$ cat src/rtl/pscm_pkg.sv
// ----------------------------------------------------------------------------
// pscm_pkg: shared constants for the parity stripe column map
// Field widths, register indexes and fixed address constants.
// ----------------------------------------------------------------------------
package pscm_pkg;

	localparam int SECTOR_SHIFT = 9;
	localparam int MAX_COLUMNS  = 16;
	localparam int SWAP_BIT     = 20;

	localparam int OFFSET_W = 56;
	localparam int LENGTH_W = 25;
	localparam int SECT_W   = OFFSET_W - SECTOR_SHIFT;
	localparam int NSECT_W  = LENGTH_W - SECTOR_SHIFT;
	localparam int CFG_W    = 5;
	localparam int NP_W     = 2;
	localparam int COL_W    = 4;
	localparam int ADDR_W   = 57;
	localparam int BYTES_W  = 25;
	localparam int ASECT_W  = ADDR_W - SECTOR_SHIFT;

	localparam int IN_TDATA_W  = 88;
	localparam int OUT_TDATA_W = 96;

	// label gap of 0x400000 bytes, counted in sectors
	localparam logic [ASECT_W-1:0] LABEL_GAP_SECT = ASECT_W'(32'h0040_0000 >> SECTOR_SHIFT);

	localparam logic [CFG_W-1:0] COLUMN_COUNT_RESET = CFG_W'(3);
	localparam logic [NP_W-1:0]  PARITY_COUNT_RESET = NP_W'(1);

	typedef enum logic {
		REG_COLUMN_COUNT = 1'b0,
		REG_PARITY_COUNT = 1'b1
	} reg_index_t;

endpackage

$ cat src/rtl/parity_stripe_column_map.sv
// ----------------------------------------------------------------------------
// parity_stripe_column_map: logical read request to stripe column results
// Splits a read request into sectors and emits one result per stripe column.
// ----------------------------------------------------------------------------
// One request is in flight at a time. After an item is accepted the sector
// number is divided by column_count and the sector count by the number of
// data columns in two restoring dividers that retire one quotient bit per
// cycle; the sector number divider steps through each bit of the sector
// number, and the sector count divider runs alongside it in the final steps.
// ST_PREP then sets up the column sizes and addresses, ST_LOAD registers the
// first column result, and then one column result leaves per cycle while the
// output side takes them. A request is dropped on acceptance when the group
// shape is unusable, or after the division when it maps to no column.
module parity_stripe_column_map (
	input  logic                                 clk,
	input  logic                                 arst_n,
	// configuration
	input  logic                                 wr_en,
	input  logic                                 wr_index,
	input  logic [pscm_pkg::CFG_W-1:0]           wr_data,
	// request
	input  logic                                 s_axis_tvalid,
	output logic                                 s_axis_tready,
	// byte_offset[55:0], byte_length[80:56], zero fill above
	input  logic [pscm_pkg::IN_TDATA_W-1:0]      s_axis_tdata,
	// column results
	output logic                                 m_axis_tvalid,
	input  logic                                 m_axis_tready,
	// column_index[3:0], device_index[7:4], device_address[64:8],
	// column_bytes[89:65], zero fill above
	output logic [pscm_pkg::OUT_TDATA_W-1:0]     m_axis_tdata,
	// is_parity[0]
	output logic                                 m_axis_tuser,
	output logic                                 m_axis_tlast
);

	localparam int CW     = pscm_pkg::CFG_W;
	localparam int SW     = pscm_pkg::SECT_W;
	localparam int NW     = pscm_pkg::NSECT_W;
	localparam int AW     = pscm_pkg::ASECT_W;
	localparam int SS     = pscm_pkg::SECTOR_SHIFT;
	localparam int CNT_W  = $clog2(SW);
	localparam int RES_W  = 2 * pscm_pkg::COL_W + pscm_pkg::ADDR_W + pscm_pkg::BYTES_W + 1;

	typedef enum logic [2:0] {
		ST_IDLE,
		ST_DIV,
		ST_PREP,
		ST_LOAD,
		ST_EMIT
	} state_t;

	state_t                     state_q;
	logic [CW-1:0]              column_count_q;
	logic [pscm_pkg::NP_W-1:0]  parity_count_q;

	logic [CNT_W-1:0]           cnt_q;
	logic [SW-1:0]              sect_q;
	logic [CW-1:0]              rem1_q;
	logic [NW-1:0]              nsect_q;
	logic [CW-1:0]              rem2_q;
	logic                       swap_bit_q;
	logic                       swap_q;
	logic [AW-1:0]              addr_lo_q;
	logic [AW-1:0]              addr_hi_q;
	logic [NW-1:0]              q_q;
	logic [NW-1:0]              qp1_q;
	logic [CW-1:0]              bc_q;
	logic [CW-1:0]              acols_q;
	logic [CW-1:0]              scols_q;
	logic [CW-1:0]              col_q;
	logic [RES_W-1:0]           res_q;
	logic                       last_q;
	logic                       valid_q;

	// divider steps
	logic [CW:0]   rem1_sh, rem2_sh;
	logic          ge1, ge2;
	logic [CW-1:0] rem1_nx, rem2_nx;
	logic [CW-1:0] dcnt;
	logic          cfg_bad;

	// setup of the column map
	logic [CW-1:0] bc, v, rnd, scols, acols;
	logic [9:0]    v11;

	// result for one column
	logic [CW-1:0]             idx, eidx;
	logic [CW:0]               sum;
	logic                      wrap;
	logic [CW:0]               dev;
	logic [pscm_pkg::BYTES_W-1:0] bytes;
	logic [RES_W-1:0]          res;
	logic                      res_last;

	assign dcnt    = column_count_q - CW'(parity_count_q);
	assign cfg_bad = (CW'(parity_count_q) >= column_count_q)
		|| (int'(column_count_q) > pscm_pkg::MAX_COLUMNS);

	always_comb begin
		rem1_sh = {rem1_q, sect_q[SW-1]};
		ge1     = rem1_sh >= {1'b0, column_count_q};
		rem1_nx = ge1 ? CW'(rem1_sh - {1'b0, column_count_q}) : CW'(rem1_sh);
		rem2_sh = {rem2_q, nsect_q[NW-1]};
		ge2     = rem2_sh >= {1'b0, dcnt};
		rem2_nx = ge2 ? CW'(rem2_sh - {1'b0, dcnt}) : CW'(rem2_sh);
	end

	always_comb begin
		bc  = (rem2_q == '0) ? '0 : rem2_q + CW'(parity_count_q);
		v   = bc + CW'(parity_count_q);
		// v * 11 / 32 is v / 3 for every v below 32
		v11 = 10'(v) * 10'd11;
		unique case (parity_count_q)
			2'd0: rnd = bc;
			2'd1: rnd = {v[CW-1:1], 1'b0};
			2'd2: rnd = v11[9:5] + {v11[8:5], 1'b0};
			2'd3: rnd = {v[CW-1:2], 2'b00};
			default: rnd = bc;
		endcase
		if (nsect_q == '0) begin
			acols = bc;
			scols = (rnd < column_count_q) ? rnd : column_count_q;
		end else begin
			acols = column_count_q;
			scols = column_count_q;
		end
	end

	// result for column idx; with the swap, columns 0 and 1 trade place
	always_comb begin
		idx  = (state_q == ST_EMIT) ? col_q + CW'(1) : '0;
		eidx = (swap_q && idx < CW'(2)) ? {idx[CW-1:1], ~idx[0]} : idx;
		sum  = {1'b0, rem1_q} + {1'b0, eidx};
		wrap = sum >= {1'b0, column_count_q};
		dev  = wrap ? sum - {1'b0, column_count_q} : sum;
		if (idx >= acols_q) begin
			bytes = '0;
		end else if (idx < bc_q) begin
			bytes = {qp1_q, SS'(0)};
		end else begin
			bytes = {q_q, SS'(0)};
		end
		res = {
			(idx < CW'(parity_count_q)),
			bytes,
			wrap ? addr_hi_q : addr_lo_q, SS'(0),
			dev[pscm_pkg::COL_W-1:0],
			idx[pscm_pkg::COL_W-1:0]
		};
		res_last = (idx + CW'(1)) == scols_q;
	end

	always_ff @(posedge clk or negedge arst_n) begin
		if (!arst_n) begin
			state_q        <= ST_IDLE;
			column_count_q <= pscm_pkg::COLUMN_COUNT_RESET;
			parity_count_q <= pscm_pkg::PARITY_COUNT_RESET;
			valid_q        <= 1'b0;
			last_q         <= 1'b0;
			cnt_q          <= '0;
			col_q          <= '0;
		end else begin
			if (wr_en) begin
				unique case (pscm_pkg::reg_index_t'(wr_index))
					pscm_pkg::REG_COLUMN_COUNT: column_count_q <= wr_data;
					pscm_pkg::REG_PARITY_COUNT: parity_count_q <= wr_data[pscm_pkg::NP_W-1:0];
					default: ;
				endcase
			end
			unique case (state_q)
				ST_IDLE: begin
					if (s_axis_tvalid) begin
						sect_q     <= s_axis_tdata[pscm_pkg::OFFSET_W-1:SS];
						nsect_q    <= s_axis_tdata[pscm_pkg::OFFSET_W+pscm_pkg::LENGTH_W-1:
							pscm_pkg::OFFSET_W+SS];
						swap_bit_q <= s_axis_tdata[pscm_pkg::SWAP_BIT];
						rem1_q     <= '0;
						rem2_q     <= '0;
						cnt_q      <= CNT_W'(SW - 1);
						// drop the item when the group shape is unusable
						if (!cfg_bad) begin
							state_q <= ST_DIV;
						end
					end
				end
				ST_DIV: begin
					sect_q <= {sect_q[SW-2:0], ge1};
					rem1_q <= rem1_nx;
					if (int'(cnt_q) < NW) begin
						nsect_q <= {nsect_q[NW-2:0], ge2};
						rem2_q  <= rem2_nx;
					end
					cnt_q <= cnt_q - CNT_W'(1);
					if (cnt_q == '0) begin
						state_q <= ST_PREP;
					end
				end
				ST_PREP: begin
					addr_lo_q <= {1'b0, sect_q} + pscm_pkg::LABEL_GAP_SECT;
					addr_hi_q <= {1'b0, sect_q} + pscm_pkg::LABEL_GAP_SECT + AW'(1);
					q_q       <= nsect_q;
					qp1_q     <= nsect_q + NW'(1);
					bc_q      <= bc;
					acols_q   <= acols;
					scols_q   <= scols;
					swap_q    <= swap_bit_q && (parity_count_q == 2'd1) && (scols >= CW'(2));
					state_q   <= (scols == '0) ? ST_IDLE : ST_LOAD;
				end
				ST_LOAD: begin
					res_q   <= res;
					last_q  <= res_last;
					valid_q <= 1'b1;
					col_q   <= '0;
					state_q <= ST_EMIT;
				end
				ST_EMIT: begin
					if (m_axis_tready) begin
						if (last_q) begin
							valid_q <= 1'b0;
							state_q <= ST_IDLE;
						end else begin
							// advance to the next column without a gap
							res_q  <= res;
							last_q <= res_last;
							col_q  <= col_q + CW'(1);
						end
					end
				end
				default: state_q <= ST_IDLE;
			endcase
		end
	end

	assign s_axis_tready = (state_q == ST_IDLE);
	assign m_axis_tvalid = valid_q;
	assign m_axis_tlast  = last_q;
	assign m_axis_tuser  = res_q[RES_W-1];
	assign m_axis_tdata  = {(pscm_pkg::OUT_TDATA_W - RES_W + 1)'(0), res_q[RES_W-2:0]};

`ifndef SYNTHESIS
	a_one_at_a_time: assert property (@(posedge clk) disable iff (!arst_n)
		!(s_axis_tready && m_axis_tvalid))
		else $error("request accepted while results pending");

	a_idle_after_last: assert property (@(posedge clk) disable iff (!arst_n)
		m_axis_tvalid && m_axis_tready && m_axis_tlast |=> s_axis_tready)
		else $error("not ready after final column");

	a_quiet_after_accept: assert property (@(posedge clk) disable iff (!arst_n)
		s_axis_tvalid && s_axis_tready |=> !m_axis_tvalid)
		else $error("result before division finished");

	a_column_order: assert property (@(posedge clk) disable iff (!arst_n)
		m_axis_tvalid && m_axis_tready && !m_axis_tlast |=>
		m_axis_tvalid && (m_axis_tdata[3:0] == $past(m_axis_tdata[3:0]) + 4'd1))
		else $error("column results out of order");
`endif

endmodule
$ cat config.mk
export PLATFORM = sky130hd
export DESIGN_NAME = parity_stripe_column_map
export DESIGN_NICKNAME = d
export VERILOG_FILES = /design/src/rtl/pscm_pkg.sv /design/src/rtl/parity_stripe_column_map.sv
export SDC_FILE = /design/constraint.sdc
export NUM_CORES = 1
export LEC_CHECK = 0
export BUFFER_PORTS_ARGS = -buffer_cell sky130_fd_sc_hd__buf_2
export CAP_MARGIN = 20
export CORE_MARGIN = 1
export CORE_UTILIZATION = 58
export DETAILED_ROUTE_END_ITERATION = 8
export GPL_TIMING_DRIVEN = 1
export PLACE_DENSITY_LB_ADDON = 0.1
export SYNTH_ARGS = -nofsm -noshare
export SYNTH_HDL_FRONTEND = slang
export SYNTH_SLANG_ARGS = --single-unit
$ cat constraint.sdc
create_clock -name clk -period 18.05 [get_ports clk]
set_clock_uncertainty 0.2 [all_clocks]
set_input_delay 3.61 -clock clk [delete_from_list [all_inputs] [get_ports clk]]
set_output_delay 3.61 -clock clk [all_outputs]
set_load 0.02 [all_outputs]
==> results.json <==
{
  "status": "complete, no violations",
  "pre_cts_slack_ns": 9.42,
  "peakVddDrop_mv": 0.230,
  "hold_ws_ns": 0.292,
  "final_core_util_pct": 66.8,
  "cts.htree.levels": 2,
  "netlist.area_leader.share_pct": 53.0,
  "dr_wl_met3_mm": 2.14,
  "io_buffers": 149,
  "startpoint_type": "flip-flop",
  "critPathMaxStageDelay_ns": 0.74,
  "finalHoldViolations": 0,
  "power_switching_mw": 1.07,
  "clock_path_buffers": 3,
  "layout-drive-gt1-share_pct": 19.4,
  "drt_iter0_drc": 936,
  "route.met2.wl_mm": 16.1,
  "synth_seq_cells": 314,
  "p_seq_share_pct": 39.0,
  "p_comb_share_pct": 37.5,
  "critical_path_class": "flip-flop to flip-flop",
  "area_delta_synth_final_pct": 13.0,
  "setup_violations": 0,
  "hold_depth": 0,
  "slew_viol_final": 0,
  "finalSetupTns_ns": 0,
  "path_depth": 31,
  "worst_setup_path_end_kind": "flip-flop",
  "maxCapViolCount": 0,
  "ff2ff_setup_slack_ns": 9.33,
  "rsz0062_at_grt": "no",
  "syn_area_um2": 16500,
  "die_h_um": 171,
  "yosys_most_used_dff": "edfxtp_1",
  "cpMaxStageDelayCell": "dfstp_2",
  "synth_edf_count": 291,
  "synthTopCellsByArea": "edfxtp_1 (53%), nand2_1 (6.3%), ha_1 (4.7%)",
  "relSlewSlack_pct": 27.1,
  "setup.worst_path.start": "parity_count_q[0]",
  "p_leak_nw": 7.46,
  "dieArea_um2": 29100,
  "synth_area_per_cell_um2": 11.5,
  "ys_seq_area_share_pct": 56.5,
  "max_freq_ghz": 0.115,
  "overflow": 0,
  "cts_sinks": 314,
  "first_pass_iters": 5,
  "vias": 11147,
  "die_w_um": 171,
  "post-route-min-period_ns": 8.72,
  "rows": 61,
  "path_buf_inv": 6,
  "worstSetupEndpoint": "swap_q",
  "grt_max_degree": 87,
  "post_cts_buffers": 0,
  "drt-total-wl_mm": 34.5,
  "wire_per_inst_um": 17.5,
  "yosys_warnings": 0,
  "synth_top_area_cell": "edfxtp_1",
  "rr_startpoint": "parity_count_q[0]",
  "worstHoldPathType": "flip-flop to flip-flop",
  "gr-usage-all-layers_pct": 24.4,
  "cts_buffers": 34,
  "boundaryPins": 199,
  "grt_pass1_vias": 10632,
  "top_layer_used": "met4",
  "crit_required_ns": 18.10,
  "grt_pass1_wl_mm": 55.5,
  "worst_pin_slew_ns": 1.09,
  "antenna_found_initial": 1,
  "p_sw_share_pct": 36.3,
  "num-nets-final": 1739,
  "syn_inst": 1431,
  "ys_types": 72,
  "clk_pin_slew_ns": 0.06,
  "cts_hold_buf": 0,
  "wl_met1_mm": 15.5,
  "antenna_left": 0,
  "power_density_nw_per_um2": 158,
  "post_cts_resized": 0,
  "pwr-share-clk_pct": 23.5,
  "gp_congestion": 0.874,
  "cp_max_fo": 20,
  "dp_hpwl_mm": 23.3,
  "initial_core_util_pct": 59.2,
  "synthArstFlopShare_pct": 7.32,
  "core-area_um2": 27900,
  "internal-power_mw": 1.87,
  "r2r_cells": 31,
  "rr_endpoint": "swap_q",
  "cpLargestDelayFamily": "compound AO/OA/AOI/OAI gates",
  "drc": 0,
  "fillerInstances": 2147,
  "setup_ws_ns": 9.33,
  "cts_tree": "done",
  "cts_root_buffer": "clkbuf_16",
  "vias_per_cell": 5.65,
  "crit_arrival_ns": 8.77,
  "finalCritPeriodShare_pct": 48.3,
  "clkLatencyLatePin_ns": 0.51
}
==> layout by cell type, fill, tap and decap left out, types with 7 or more instances in the layout <==
master / netlist / layout
and2_1: 11 / 10
xnor2_1: 68 / 68
or3_1: 11 / 11
inv_1: 60 / 60
clkinv_2: 0 / 8
a21o_1: 18 / 18
conb_1: 1 / 24
nand2b_1: 7 / 7
o21ai_0: 52 / 52
buf_4: 24 / 11
and4_1: 9 / 9
nor3_1: 34 / 34
and3_1: 14 / 12
mux2i_1: 21 / 21
nand3_1: 35 / 35
nand4_1: 20 / 20
mux2_2: 59 / 59
fa_1: 9 / 9
a21oi_1: 33 / 31
a211oi_1: 12 / 12
xor2_1: 48 / 48
nor4_1: 14 / 14
buf_2: 8 / 150
or4_1: 8 / 8
dfrtp_1: 20 / 20
ha_1: 62 / 62
clkbuf_16: 0 / 35
nand2_1: 276 / 276
edfxtp_1: 291 / 291
nor2_1: 57 / 57
==> per-layer routing <==
| metal | up-vias | GRT usage [%] |
|---|---|---|
| met1 | 5338 | 34.5 |
| met3 | 66 | 3.47 |
| met2 | 364 | 39.1 |
| met5 | - | 0 |
| li1 | 5379 | - |
| met4 | 0 | 7.72 |
==> final cells by class <==
cell class,instances,area [um^2],area share [%]
inverter,61,229,1.23
clock inverter,21,196,1.05
clock buffer,40,915,4.91
tap,378,473,2.54
sequential,314,9320,50.0
multi-input combinational,997,6650,35.7
antenna,1,2.50,0.0134
timing repair buffer,161,833,4.48
==> cell usage after synthesis (all sizes together), types with 7 or more instances <==
master	instances
edfxtp	291
nand2	276
xnor2	68
ha	62
inv	61
mux2	59
nor2	57
o21ai	54
clkbuf	48
xor2	48
nand3	35
buf	34
nor3	34
a21oi	33
nand4	22
mux2i	21
dfrtp	20
a21o	18
nor4	18
and3	14
a211oi	12
and2	12
or3	11
and4	9
fa	9
or4	9
nand2b	7
==> kinds of logic (layout without fill, tap and decap cells) <==
kind of cell / count (synthesis) / after routing / share of synthesized area, %
and+or+nand+nor: 536 / 536 / 15.6
DFF: 314 / 314 / 56.5
AOI/OAI and AO/OA: 170 / 170 / 6.67
buffers and inverters: 143 / 283 / 3.86
xor gates and xnor gates: 116 / 116 / 6.16
muxes: 80 / 80 / 5.31
adders and majority gates: 71 / 71 / 5.80
other: 1 / 25 / 0.0228
==> state kept, by name (all words and copies together) (netlist names), 6 cells and up <==
signal and flops:
cnt_q 6, res_q 73, addr_hi_q 48, sect_q 47, addr_lo_q 48, q_q 16
qp1_q 16, nsect_q 16
==> power by group through the flow <==
| stage | Clock (mW) | Combinational [mW] | Sequential [mW] |
|---|---|---|---|
| final | 0.690 | 1.10 | 1.15 |
| after global routing | 0.728 | 1.24 | 1.17 |
| after CTS | 0.703 | 1.10 | 1.15 |
| after detailed placement | 0 | 1.09 | 1.16 |
| after global placement | 0 | 1.06 | 1.15 |
| after floorplan | 0 | 0.815 | 1.16 |
==> metrics by stage <==
stage               total power [mW]  cell area (um^2)  std cells
detailed placement              2.25             17500       1911
global placement                2.21             17500       1910
global route                    3.14             18600       1973
CTS                             2.95             18600       1972
finish                          2.94             18600       1973
floorplan                       1.97             16600       1454
==> worst min path at each step <==
stage | start | end
6_report | nsect_q[14] | q_q[14]
5_1_grt | nsect_q[14] | q_q[14]
4_1_cts | nsect_q[14] | q_q[14]
3_5_place_dp | nsect_q[5] | q_q[5]
3_3_place_gp | nsect_q[5] | q_q[5]
2_1_floorplan | nsect_q[10] | q_q[10]
No activity file was read; power rests on OpenSTA's default activity.
